==> config.mk <==
export PLATFORM = sky130hd
export DESIGN_NAME = buffer_descriptor_address_gen
export DESIGN_NICKNAME = d
export VERILOG_FILES = /design/src/hw/rtl/bdag_pkg.sv /design/src/hw/rtl/bdag_cfg_regs.sv /design/src/hw/rtl/bdag_prep.sv /design/src/hw/rtl/bdag_elem.sv /design/src/hw/rtl/buffer_descriptor_address_gen.sv
export VERILOG_INCLUDE_DIRS = /design/src /design/src/hw/rtl
export SDC_FILE = /design/constraint.sdc
export NUM_CORES = 2
export LEC_CHECK = 0
export ABC_CLOCK_PERIOD_IN_PS = 18200
export BUFFER_PORTS_ARGS = -buffer_cell sky130_fd_sc_hd__buf_2
export CAP_MARGIN = 10
export CORE_MARGIN = 2
export CORE_UTILIZATION = 43
export CTS_BUF_LIST = sky130_fd_sc_hd__clkbuf_4
export CTS_CLUSTER_SIZE = 14
export DETAILED_ROUTE_END_ITERATION = 6
export GPL_TIMING_DRIVEN = 0
export PLACE_DENSITY = 0.64
export SLEW_MARGIN = 30
export SYNTH_ARGS = -nofsm -noshare
export SYNTH_HDL_FRONTEND = slang
export SYNTH_HIERARCHICAL = 1
export SYNTH_SLANG_ARGS = --single-unit
==> constraint.sdc <==
create_clock -name clk -period 18.2 [get_ports clk]
set_input_delay 1.82 -clock clk [delete_from_list [all_inputs] [get_ports clk]]
set_output_delay 1.82 -clock clk [all_outputs]
set_load 0.02 [all_outputs]
==> src/hw/rtl/assert_macros.svh <==
// Assertion macros shared by the RTL of the buffer descriptor address generator.
// No dependencies; define NO_ASSERTIONS to compile them out.
`ifndef ASSERT_MACROS_SVH
`define ASSERT_MACROS_SVH
`ifndef NO_ASSERTIONS
`define ASSERT_IMPLY(label, clk, rst, ante, cons) \
  label: assert property (@(posedge clk) disable iff (rst) (ante) |-> (cons)) \
    else $error("assertion failed: same-cycle implication");
`define ASSERT_NEXT(label, clk, rst, ante, cons) \
  label: assert property (@(posedge clk) disable iff (rst) (ante) |=> (cons)) \
    else $error("assertion failed: next-cycle implication");
`else
`define ASSERT_IMPLY(label, clk, rst, ante, cons)
`define ASSERT_NEXT(label, clk, rst, ante, cons)
`endif
`endif

==> src/hw/rtl/bdag_pkg.sv <==
`timescale 1ns / 1ps
// Package for the buffer descriptor address generator: payload structs,
// configuration view, internal stage records and register index codes.
package bdag_pkg;

  localparam int unsigned MAX_ELEMENTS = 4;
  localparam int unsigned CFG_IDX_W    = 3;
  localparam int unsigned CFG_DATA_W   = 32;

  typedef enum logic [CFG_IDX_W-1:0] {
    CFG_BUFFER_STRIDE     = 3'd0,
    CFG_RECORD_COUNT      = 3'd1,
    CFG_SWIZZLE_ENABLE    = 3'd2,
    CFG_ELEMENT_SIZE_CODE = 3'd3,
    CFG_INDEX_STRIDE_CODE = 3'd4
  } cfg_index_t;

  typedef enum logic [1:0] {
    SIZE_BYTE = 2'd0,
    SIZE_HALF = 2'd1,
    SIZE_WORD = 2'd2
  } access_size_t;

  typedef struct packed {
    logic [1:0]  access_size;
    logic [2:0]  element_count;
    logic        indexed;
    logic        scalar_read;
    logic        lane_active;
    logic [31:0] record_index;
    logic [31:0] vector_offset;
    logic [31:0] scalar_offset;
    logic [11:0] immediate_offset;
  } in_item_t;

  typedef struct packed {
    logic [1:0]  element_number;
    logic [31:0] byte_offset;
    logic        bounds_ok;
    logic        access_enable;
    logic        last_element;
  } out_item_t;

  // Descriptor registers plus the derived raw-check limit.
  typedef struct packed {
    logic [13:0] buffer_stride;
    logic [31:0] record_count;
    logic        swizzle_enable;
    logic [1:0]  element_size_code;
    logic [1:0]  index_stride_code;
    logic [31:0] limit;
  } cfg_t;

  // Per-access record after the multiplier stage.
  typedef struct packed {
    logic [1:0]  last_num;
    logic [2:0]  bytes;
    logic [31:0] idx;
    logic [31:0] lin_prod;
    logic [31:0] msb_prod;
    logic [31:0] base_off;
    logic [31:0] soff;
    logic        structured;
    logic        swz_sel;
    logic        active;
  } work_t;

endpackage

==> src/hw/rtl/bdag_cfg_regs.sv <==
`timescale 1ns / 1ps
// Descriptor register file and registered raw-check limit.
// Depends on bdag_pkg.
module bdag_cfg_regs (
  input  logic                            clk,
  input  logic                            rst,
  input  logic                            cfg_write,
  input  logic [bdag_pkg::CFG_IDX_W-1:0]  cfg_index,
  input  logic [bdag_pkg::CFG_DATA_W-1:0] cfg_data,
  output bdag_pkg::cfg_t                  cfg
);

  logic [13:0] buffer_stride;
  logic [31:0] record_count;
  logic        swizzle_enable;
  logic [1:0]  element_size_code;
  logic [1:0]  index_stride_code;
  logic [31:0] limit;
  logic [31:0] limit_next;

  always_ff @(posedge clk) begin
    if (rst) begin
      buffer_stride     <= '0;
      record_count      <= '0;
      swizzle_enable    <= 1'b0;
      element_size_code <= '0;
      index_stride_code <= '0;
    end else if (cfg_write) begin
      unique case (bdag_pkg::cfg_index_t'(cfg_index))
        bdag_pkg::CFG_BUFFER_STRIDE:     buffer_stride     <= cfg_data[13:0];
        bdag_pkg::CFG_RECORD_COUNT:      record_count      <= cfg_data[31:0];
        bdag_pkg::CFG_SWIZZLE_ENABLE:    swizzle_enable    <= cfg_data[0];
        bdag_pkg::CFG_ELEMENT_SIZE_CODE: element_size_code <= cfg_data[1:0];
        bdag_pkg::CFG_INDEX_STRIDE_CODE: index_stride_code <= cfg_data[1:0];
        default: ;
      endcase
    end
  end

  // stride of zero means raw bytes: limit is the record count itself
  always_comb begin
    if (buffer_stride != '0) begin
      limit_next = {18'b0, buffer_stride} * record_count;
    end else begin
      limit_next = record_count;
    end
  end

  always_ff @(posedge clk) begin
    if (rst) begin
      limit <= '0;
    end else begin
      limit <= limit_next;
    end
  end

  assign cfg.buffer_stride     = buffer_stride;
  assign cfg.record_count      = record_count;
  assign cfg.swizzle_enable    = swizzle_enable;
  assign cfg.element_size_code = element_size_code;
  assign cfg.index_stride_code = index_stride_code;
  assign cfg.limit             = limit;

endmodule

==> src/hw/rtl/bdag_prep.sv <==
`timescale 1ns / 1ps
// Input register and per-access multiplier stage.
// Depends on bdag_pkg.
module bdag_prep (
  input  logic               clk,
  input  logic               rst,
  input  bdag_pkg::cfg_t     cfg,
  input  logic               in_valid,
  output logic               in_ready,
  input  bdag_pkg::in_item_t in_data,
  output logic               work_valid,
  input  logic               work_ready,
  output bdag_pkg::work_t    work
);

  logic               s1_valid;
  bdag_pkg::in_item_t s1;
  logic               s2_valid;
  bdag_pkg::work_t    s2;
  bdag_pkg::work_t    s2_next;
  logic               s2_free;
  logic               s1_move;
  logic [2:0]         count;
  logic [2:0]         il;
  logic [31:0]        idx;
  logic               scalar;

  assign s2_free  = !s2_valid || work_ready;
  assign s1_move  = s1_valid && s2_free;
  assign in_ready = !s1_valid || s1_move;

  always_comb begin
    scalar = s1.scalar_read;
    idx    = (s1.indexed && !scalar) ? s1.record_index : '0;
    il     = {1'b0, cfg.index_stride_code} + 3'd3;

    count = s1.element_count;
    if (count == 3'd0) begin
      count = 3'd1;
    end
    if (count > 3'(bdag_pkg::MAX_ELEMENTS)) begin
      count = 3'(bdag_pkg::MAX_ELEMENTS);
    end

    s2_next.last_num = 2'(count - 3'd1);
    unique case (s1.access_size)
      bdag_pkg::SIZE_BYTE: s2_next.bytes = 3'd1;
      bdag_pkg::SIZE_HALF: s2_next.bytes = 3'd2;
      default:             s2_next.bytes = 3'd4;
    endcase
    s2_next.idx        = idx;
    s2_next.lin_prod   = idx * {18'b0, cfg.buffer_stride};
    s2_next.msb_prod   = (idx >> il) * {18'b0, cfg.buffer_stride};
    s2_next.base_off   = s1.vector_offset + {20'b0, s1.immediate_offset};
    s2_next.soff       = scalar ? '0 : s1.scalar_offset;
    s2_next.structured = s1.indexed && !scalar && (cfg.buffer_stride != '0);
    s2_next.swz_sel    = !scalar && cfg.swizzle_enable;
    s2_next.active     = scalar || s1.lane_active;
  end

  always_ff @(posedge clk) begin
    if (rst) begin
      s1_valid <= 1'b0;
      s2_valid <= 1'b0;
    end else begin
      if (in_ready) begin
        s1_valid <= in_valid;
      end
      if (s2_free) begin
        s2_valid <= s1_valid;
      end
    end
  end

  always_ff @(posedge clk) begin
    if (in_valid && in_ready) begin
      s1 <= in_data;
    end
    if (s1_move) begin
      s2 <= s2_next;
    end
  end

  assign work_valid = s2_valid;
  assign work       = s2;

endmodule

==> src/hw/rtl/bdag_elem.sv <==
`timescale 1ns / 1ps
// Element sequencer: one element per cycle while the output is not stalled, offset,
// swizzle, bounds check, and the result register. Depends on bdag_pkg.
module bdag_elem (
  input  logic                clk,
  input  logic                rst,
  input  bdag_pkg::cfg_t      cfg,
  input  logic                work_valid,
  output logic                work_ready,
  input  bdag_pkg::work_t     work,
  output logic                out_valid,
  input  logic                out_ready,
  output bdag_pkg::out_item_t out_data
);

  logic                s3_valid;
  logic [1:0]          elem_num;
  logic [31:0]         off;
  logic [31:0]         lin_prod;
  logic [31:0]         swz_const;
  logic [31:0]         soff;
  logic [2:0]          bytes;
  logic [1:0]          last_num;
  logic                structured;
  logic                idx_ok;
  logic                swz_sel;
  logic                active;

  logic                out_free;
  logic                adv;
  logic                s3_last;
  logic                s3_free;
  logic [2:0]          el;
  logic [2:0]          il;
  logic [3:0]          il_el;
  logic [31:0]         emask;
  logic [31:0]         imask;
  logic [31:0]         bytes32;
  logic [31:0]         swz;
  logic [31:0]         rec;
  logic                ok;
  bdag_pkg::out_item_t res;

  assign out_free   = !out_valid || out_ready;
  assign adv        = s3_valid && out_free;
  assign s3_last    = elem_num == last_num;
  assign s3_free    = !s3_valid || (adv && s3_last);
  assign work_ready = s3_free;

  always_comb begin
    el      = {1'b0, cfg.element_size_code} + 3'd1;
    il      = {1'b0, cfg.index_stride_code} + 3'd3;
    il_el   = {1'b0, il} + {1'b0, el};
    emask   = (32'd1 << el) - 32'd1;
    imask   = (32'd1 << il) - 32'd1;
    bytes32 = {29'b0, bytes};
    // high part and low part of the offset occupy disjoint bit fields
    swz     = swz_const + (((off >> el) << il_el) | (off & emask));
    rec     = swz_sel ? swz : (lin_prod + off);
    if (structured) begin
      ok = idx_ok && ((off + bytes32) <= {18'b0, cfg.buffer_stride});
    end else begin
      ok = (rec + bytes32) <= cfg.limit;
    end
    res.element_number = elem_num;
    res.byte_offset    = rec + soff;
    res.bounds_ok      = ok;
    res.access_enable  = active && ok;
    res.last_element   = s3_last;
  end

  always_ff @(posedge clk) begin
    if (rst) begin
      s3_valid  <= 1'b0;
      out_valid <= 1'b0;
    end else begin
      if (s3_free) begin
        s3_valid <= work_valid;
      end
      if (out_free) begin
        out_valid <= s3_valid;
      end
    end
  end

  always_ff @(posedge clk) begin
    if (s3_free && work_valid) begin
      elem_num   <= '0;
      off        <= work.base_off;
      lin_prod   <= work.lin_prod;
      swz_const  <= (work.msb_prod << il) + ((work.idx & imask) << el);
      soff       <= work.soff;
      bytes      <= work.bytes;
      last_num   <= work.last_num;
      structured <= work.structured;
      idx_ok     <= work.idx < cfg.record_count;
      swz_sel    <= work.swz_sel;
      active     <= work.active;
    end else if (adv) begin
      elem_num <= elem_num + 2'd1;
      off      <= off + bytes32;
    end
    if (adv) begin
      out_data <= res;
    end
  end

endmodule

==> src/hw/rtl/buffer_descriptor_address_gen.sv <==
`timescale 1ns / 1ps
// Buffer descriptor address generator: one access in, one result per element.
// Path: input register, multiplier stage, element sequencer, result register.
// Throughput: one result per cycle while out_ready does not stall the output; an
// access of 1 to 4 elements holds the element sequencer until its last element leaves.
// Reset (rst, synchronous): empties all stages, clears descriptor registers.
`include "assert_macros.svh"
module buffer_descriptor_address_gen (
  input  logic                            clk,
  input  logic                            rst,
  input  logic                            cfg_write,
  input  logic [bdag_pkg::CFG_IDX_W-1:0]  cfg_index,
  input  logic [bdag_pkg::CFG_DATA_W-1:0] cfg_data,
  input  logic                            in_valid,
  output logic                            in_ready,
  input  bdag_pkg::in_item_t              in_data,
  output logic                            out_valid,
  input  logic                            out_ready,
  output bdag_pkg::out_item_t             out_data
);

  bdag_pkg::cfg_t  cfg;
  logic            work_valid;
  logic            work_ready;
  bdag_pkg::work_t work;

  bdag_cfg_regs u_cfg (
    .clk       (clk),
    .rst       (rst),
    .cfg_write (cfg_write),
    .cfg_index (cfg_index),
    .cfg_data  (cfg_data),
    .cfg       (cfg)
  );

  bdag_prep u_prep (
    .clk        (clk),
    .rst        (rst),
    .cfg        (cfg),
    .in_valid   (in_valid),
    .in_ready   (in_ready),
    .in_data    (in_data),
    .work_valid (work_valid),
    .work_ready (work_ready),
    .work       (work)
  );

  bdag_elem u_elem (
    .clk        (clk),
    .rst        (rst),
    .cfg        (cfg),
    .work_valid (work_valid),
    .work_ready (work_ready),
    .work       (work),
    .out_valid  (out_valid),
    .out_ready  (out_ready),
    .out_data   (out_data)
  );

  // remaining elements of an access follow without a gap, numbered in order
  `ASSERT_NEXT(a_elem_seq, clk, rst, out_valid && out_ready && !out_data.last_element, out_valid && (out_data.element_number == $past(out_data.element_number) + 2'd1))
  // input stalls only when the multiplier stage is full
  `ASSERT_IMPLY(a_stall_cause, clk, rst, !in_ready, work_valid)
  `ASSERT_IMPLY(a_enable_range, clk, rst, out_valid && out_data.access_enable, out_data.bounds_ok)

endmodule

-- Yosys cells after proc, flatten, opt, wreduce, memory -nomap -nowiden
Cells that the tools add are included.
- reductions and logical operators: 30
- muxes and demuxes: 9
- eq/ne operators: 6
- magnitude comparators: 4
- bitwise operators: 3
- shift-type cells: 7
- $add $sub $neg: 14
- multipliers: 3
- divide/modulo/power cells: 0
- operator list (cell ; count):
    $mux W32 ; 5
    $add A32 B32 Y32 ; 4
    $add A32 B3 Y32 ; 2
    $and A32 B32 Y32 ; 2
    $mul A32 B14 Y32 ; 2
    $shl A1 B3 Y32 const A ; 2
    $shl A32 B3 Y32 ; 2
    $shr A32 B3 Y32 ; 2
    $sub A32 B1 Y32 const B ; 2
    $add A32 B12 Y32 ; 1
    $le A32 B14 Y1 ; 1
    $le A32 B32 Y1 ; 1
    $lt A32 B32 Y1 ; 1
    $mul A14 B32 Y32 ; 1
    $or A32 B32 Y32 ; 1
    $shl A32 B4 Y32 ; 1
    $reduce_bool A14 Y1 ; 1
    $logic_and A1 B1 Y1 ; 10
    $reduce_and A2 Y1 ; 5
    $eq A3 B2 Y1 const B ; 2
    $logic_not A3 Y1 ; 2
    $pmux W3 S2 ; 1
    $logic_not A1 Y1 ; 5
    $logic_or A1 B1 Y1 ; 5
    other kinds (15) ; 15
- memory bits (writable): 0
- bits in latches: 0
- memories: 0
- bits in read-only memories: 0
- input bits: 156
- bits in registers: 547
- output and inout port bits: 39

-- Depth between registers and ports, before layout
- depth in word-level cells: 11
- depth in mapped cells: 41
- gate-level depth less buffers: 36

-- Cells and area by module
Netlist, hierarchy kept.
- by module, submodules not included (module ; seq. area each (um^2) ; cells each ; area each (um^2) ; times used):
    bdag_prep ; 8568.2 ; 2982 ; 31460.2 ; 1
    bdag_elem ; 5305.1 ; 2351 ; 20751.2 ; 1
    bdag_cfg_regs ; 1661.6 ; 1588 ; 13402.9 ; 1

-- Least setup slack after synthesis
Ideal clock, no wire load.
- path kind: input port to flip-flop
- from: in out_ready
- to: reg u_prep.s2, in the netlist u_prep/work[0], enable pin
- library setup time: 0.719 ns
- required time: 17.481 ns
- stages on the path: 5
- data arrival time: 9.593 ns
- path slack: 7.888 ns
- cell sequence: nand2b_1 -> nand2_1 -> nand2_1 -> nor2b_1 -> nor2b_1
- longest elaborated chain between the ends: 6
- RTL lines (what ; RTL line ; source):
    from (decl) ; buffer_descriptor_address_gen.sv:18 ; input logic out_ready,
    $logic_or A1 B1 Y1 ; bdag_elem.sv:44 ; assign out_free = !out_valid || out_ready;
    $logic_and A1 B1 Y1 ; bdag_elem.sv:45 ; assign adv = s3_valid && out_free;
    $logic_and A1 B1 Y1 ; bdag_elem.sv:47 ; assign s3_free = !s3_valid || (adv && s3_last);
    $logic_or A1 B1 Y1 ; bdag_elem.sv:47 ;
    via work_ready ; buffer_descriptor_address_gen.sv:24 ; logic work_ready;
    $logic_or A1 B1 Y1 ; bdag_prep.sv:28 ; assign s2_free = !s2_valid || work_ready;
    $logic_and A1 B1 Y1 ; bdag_prep.sv:29 ; assign s1_move = s1_valid && s2_free;
    via u_prep.s1_move ; bdag_prep.sv:22 ; logic s1_move;
    to (signal assigned) ; bdag_prep.sv:80 ; s2 <= s2_next;
    to (decl) ; bdag_prep.sv:19 ; bdag_pkg::work_t s2;
The timed path passes the listed nets, and every way through them passes these cells.
A chain may end at the register's enable or synchronous reset.

-- Worst setup path in the final report
- from: reg u_cfg.index_stride_code[0]
- to: reg, netlist name u_elem/out_data[2]
- longest elaborated chain between the ends: 9
- RTL lines (what ; RTL line ; source):
    from (decl) ; bdag_cfg_regs.sv:17 ; logic [1:0] index_stride_code;
    from (signal assigned) ; bdag_cfg_regs.sv:34 ; bdag_pkg::CFG_INDEX_STRIDE_CODE: index_stride_code <= cfg_data[1:0];
    $add A2 B2 Y3 ; bdag_elem.sv:52 ; il = {1'b0, cfg.index_stride_code} + 3'd3;
    $add A3 B3 Y4 ; bdag_elem.sv:53 ; il_el = {1'b0, il} + {1'b0, el};
    $shl A32 B4 Y32 ; bdag_elem.sv:58 ; swz = swz_const + (((off >> el) << il_el) | (off & emask));
    $or A32 B32 Y32 ; bdag_elem.sv:58 ;
    $add A32 B32 Y32 ; bdag_elem.sv:58 ;
    $mux W32 ; bdag_elem.sv:59 ; rec = swz_sel ? swz : (lin_prod + off);
    $add A32 B3 Y32 ; bdag_elem.sv:63 ; ok = (rec + bytes32) <= cfg.limit;
    $le A32 B32 Y1 ; bdag_elem.sv:63 ;
    $mux W1 ; bdag_elem.sv:60 ; if (structured) begin
    via u_elem.ok ; bdag_elem.sv:41 ; logic ok;
The timed path passes the listed nets, and every way through them passes these cells.

==> impl_table.tex <==
\begin{tabular}{lr}
\hline
Metric & Value \\
\hline
\multicolumn{2}{l}{\textbf{Finish}} \\
\quad Syn-to-layout area delta & 8.961\% \\
\quad Fraction of layout cells with a size suffix above 1 & 9.061\% \\
\quad Nets & 8671 \\
\quad Finished layout cell area & 0.07149 mm\^{}2 \\
\quad Final design utilization & 47.12\% \\
\quad Most common library cell in the layout ignoring fill and taps & nand2\_1 \\
\quad Commonest cells after routing, fill and taps aside & 1016 x nand2\_1, 977 x inv\_1, 820 x fa\_1, 458 x edfxtp\_1, 420 x ha\_1 \\
\multicolumn{2}{l}{\textbf{Logic synthesis}} \\
\quad Yosys synthesis warning count & 6 \\
\quad Post-synth top area share & approximately a quarter \\
\quad Yosys cell types & roughly 120 \\
\quad Average footprint of a synthesized cell & 9.480 um\^{}2 \\
\quad Flip-flop and latch count after synthesis & 547 \\
\quad Share of flip-flops with an asynchronous set or reset after synthesis & 0\% \\
\quad Net Count, Synth & 8317 \\
\quad Top FF cell, synth & edfxtp\_1 \\
\quad Cells after synthesis & 6921 \\
\quad Top cells by area in the synthesized netlist & fa\_1 25\%, edfxtp\_1 21\%, ha\_1 8.0\% \\
\quad Top cell type by total area after synthesis & fa\_1 \\
\quad Number of enable flip-flop cells after synthesis & 458 \\
\quad Sequential fraction of the synthesis area & 23.68\% \\
\quad Post-Synthesis Cell Area & 0.06561 mm\^{}2 \\
\multicolumn{2}{l}{\textbf{Placed design}} \\
\quad Placed instance area & 0.06952 mm\^{}2 \\
\quad Dpl ws & 6608 ps \\
\quad Number of buffers added on ports & 194 \\
\quad DP Wirelength & roughly 180000 um \\
\quad GP Congestion & 1.025 \\
\multicolumn{2}{l}{\textbf{Floorplanning}} \\
\quad IO Pins & 195 \\
\quad Area of the die & 0.1557 mm\^{}2 \\
\quad Row count & 143 \\
\quad Core footprint & between 0.15 and 0.2 mm\^{}2 \\
\quad Die X & 394.6 um \\
\quad Vertical extent of the die & about 390 um \\
\quad Starting Density & 43.25\% \\
\multicolumn{2}{l}{\textbf{Worst setup path}} \\
\quad Crit Path Category & register to register \\
\quad Slowest CP cell & dfxtp\_1 \\
\quad CP most frequent cell & clkbuf\_1 \\
\quad Data arrival time of the worst path & between 10000 and 15000 ps \\
\quad Depth of the worst register-to-register path & 38 \\
\quad Kind of cell adding the most delay to the critical path & buffers and inverters \\
\quad Reg-to-reg setup timing slack & 6350 ps \\
\quad Critical path fanouts, max & 14 \\
\quad Critical path buffer and inverter count & 8 \\
\quad Critical path endpoint category & register \\
\quad Worst Setup Start Kind & register \\
\quad Worst reg2reg startpoint & u\_cfg/index\_stride\_code[0] \\
\quad Largest stage delay, worst path & 840 ps \\
\quad Worst reg2reg path endpoint & u\_elem/out\_data[2] \\
\quad Data required time of the worst path & 19100 ps \\
\multicolumn{2}{l}{\textbf{Power}} \\
\quad Post-layout total power & 4.011 mW \\
\quad Worst ir drop on vdd & 51.58 uV \\
\quad Total leakage power & between 30 and 40 nW \\
\quad Power per standard cell area & between 50 and 60 mW/mm\^{}2 \\
\multicolumn{2}{l}{\textbf{Timing}} \\
\quad Post-route setup slack & 6348 ps \\
\quad RSZ-0062 raised after global routing & no \\
\quad Final Hold Violating Endpoints & 0 \\
\quad Setup TNS Final & 0 ps \\
\quad Min Clock Period, post-route & 11850 ps \\
\quad Clock skew & 91.18 ps \\
\quad Final setup viols & 0 \\
\quad Final-report max-slew violation count & 0 \\
\quad Transition time at the pin with the least slew margin & 1125 ps \\
\quad Final Cycle Share & between 60\% and 70\% \\
\quad Highest clock rate & around 84 MHz \\
\quad Max-Slew Margin vs Limit & 24.92\% \\
\multicolumn{2}{l}{\textbf{Detailed routing}} \\
\quad 1st-pass router iterations & 7 \\
\quad Via density & 5.646 \\
\quad Via count & 53229 \\
\quad Antenna-violating nets left & 0 \\
\quad Wirelength, routed & roughly 220000 um \\
\quad Residual DRC & 2 \\
\quad WL/cell & 23.44 um \\
\quad DR iter-0 viols & 5424 \\
\multicolumn{2}{l}{\textbf{Clock network}} \\
\quad Library cell used as clock root buffer & clkbuf\_4 \\
\quad Largest buffer count on any clock path & 3 \\
\quad TritonCTS clock tree & done \\
\quad \# Post-CTS Setup Buffers & 0 \\
\quad Gates resized, CTS repair & 0 \\
\quad CTS H-Tree Depth & 4 \\
\quad Number of hold-repair buffers added at the cts stage & 0 \\
\quad Clk\_lat worst skew & 1200 ps \\
\quad Post-CTS clock slew at the launch and capture registers of the worst setup and hold paths & around 70 ps \\
\quad CTS buffer count & approximately 140 \\
\quad CTS sink count & 547 \\
\multicolumn{2}{l}{\textbf{Job}} \\
\quad Max cap viols & 0 \\
\multicolumn{2}{l}{\textbf{Global routing}} \\
\quad Total routing usage reported by global routing & 28.31\% \\
\quad Number of global-route vias before repair & 54081 \\
\quad Wire length of the first global-routing pass & 332500 um \\
\quad GR Overflow Total & 0 \\
\quad Maximum number of pins on one net before global-route repair & 50 \\
\quad Number of antenna violations at the first check in global routing & 17 \\
\multicolumn{2}{l}{\textbf{Hold path}} \\
\quad Type of the most critical hold path & register to register \\
\quad Cells on Worst Hold Path & 0 \\
\quad Min-Delay Endpoint & u\_elem/lin\_prod[27] \\
\quad Critical hold path startpoint & u\_prep/work[126] \\
\multicolumn{2}{l}{\textbf{Status}} \\
\quad Run status & finished, violations left \\
\quad Failing checks & design-rule violations \\
\hline
\end{tabular}
[kinds of logic (layout without fill, tap and decap cells)]
logic type,Yosys count,count (layout),synth area share [%]
xor gates and xnor gates,341,341,4.628
other,1,16,0.005715
adders and majority gates,1240,1240,33.03
DFF,547,547,23.68
muxes,256,256,4.779
AOI/OAI and AO/OA,954,954,9.493
and+or+nand+nor,2228,2228,16.50
buffers and inverters,1354,1816,7.889
[worst max-delay path by stage]
stage | endpoint | slack [ps] | cells after the start | from
CTS | u_elem/out_data[2] | 6530 | 38 | u_cfg/index_stride_code[0]
global placement | u_prep/work[88] | 4340 | 6 | out_ready
global route | u_elem/out_data[2] | 6070 | 38 | u_cfg/index_stride_code[0]
detailed placement | u_elem/out_data[2] | 6610 | 38 | u_cfg/index_stride_code[0]
finish | u_elem/out_data[2] | 6350 | 38 | u_cfg/index_stride_code[0]
floorplan | u_prep/work[0] | 7890 | 5 | out_ready
[power breakdown]
group          internal, mW  switching, mW  total [mW]
clock network         0.608          0.539        1.15
registers              1.46         0.0707        1.53
logic                 0.497          0.835        1.33
[registers in the layout, summed over array words and instances, names as in the netlist, 2 cells and up]
signal and flops:
u_cfg/buffer_stride 14, u_cfg/element_size_code 2, u_cfg/index_stride_code 2, u_cfg/limit 32
u_cfg/record_count 32, u_elem/bytes 3, u_elem/elem_num 2, u_elem/last_num 2
u_elem/lin_prod 32, u_elem/off 32, u_elem/out_data 37, u_elem/soff 32
u_elem/swz_const 32, u_prep/s1 115, u_prep/work 168
[worst reg2reg max path, delay by kind of cell, from the launching register on]
kind	cells	cell delay, ps
xor+xnor	4	1220
mux	1	390
simple gates	7	1670
fa+ha+maj	4	1300
flops	1	840
compound gates	14	2990
buf+inv	8	3210
[final cells by class]
type / instances / area (um^2)
multi-input combinational: 5020 / 44930
clock inverter: 49 / 394.1
sequential: 547 / 15540
timing repair buffer: 208 / 1331
inverter: 986 / 3701
antenna: 15 / 37.54
fill: 14590 / 80230
clock buffer: 205 / 1539
buffer: 368 / 1480
tap: 2030 / 2540
[cells in the mapped netlist, types with 8 or more instances]
master / instances
or2_2: 16
nand3_1: 100
nor3_1: 60
or3_1: 14
mux4_2: 38
a211o_1: 15
and2_1: 316
a21oi_1: 287
clkbuf_1: 303
o22ai_1: 14
and3_1: 224
mux2i_1: 151
nand2_1: 1016
nand4_1: 41
ha_1: 420
xor2_1: 95
buf_1: 22
a311oi_1: 10
nor2b_1: 84
and4_1: 14
o21ai_1: 19
dfxtp_1: 89
mux2_2: 63
buf_2: 34
inv_1: 978
nor4_1: 16
o21a_1: 33
a211oi_1: 44
a21o_1: 121
a31oi_1: 43
o211ai_1: 24
nand2b_1: 40
o21ai_0: 179
nand3b_1: 9
nor2_1: 231
edfxtp_1: 458
a221o_1: 15
o21bai_1: 29
xnor2_1: 241
o31ai_1: 8
fa_1: 820
[per-stage QoR]
stage | std cells | hold slack, ps
final | 9428 | 387.2
after global routing | 9420 | 410.9
after CTS | 9413 | 403.8
after detailed placement | 9159 | 404.5
after global placement | 9145 | 403.6
after floorplan | 6921 | 400.3
[metal layers]
metal	vias to the layer above	GRT usage (%)	part of all wire (%)	routed length, um
met5	-	0	0.036	80
met4	6	13.59	5.1	11320
met3	547	6.003	9.2	20230
met2	2642	44.25	45	99400
met1	26490	37.44	41	89940
li1	23544	-	-	-
Power figures use the tool's default switching activity.
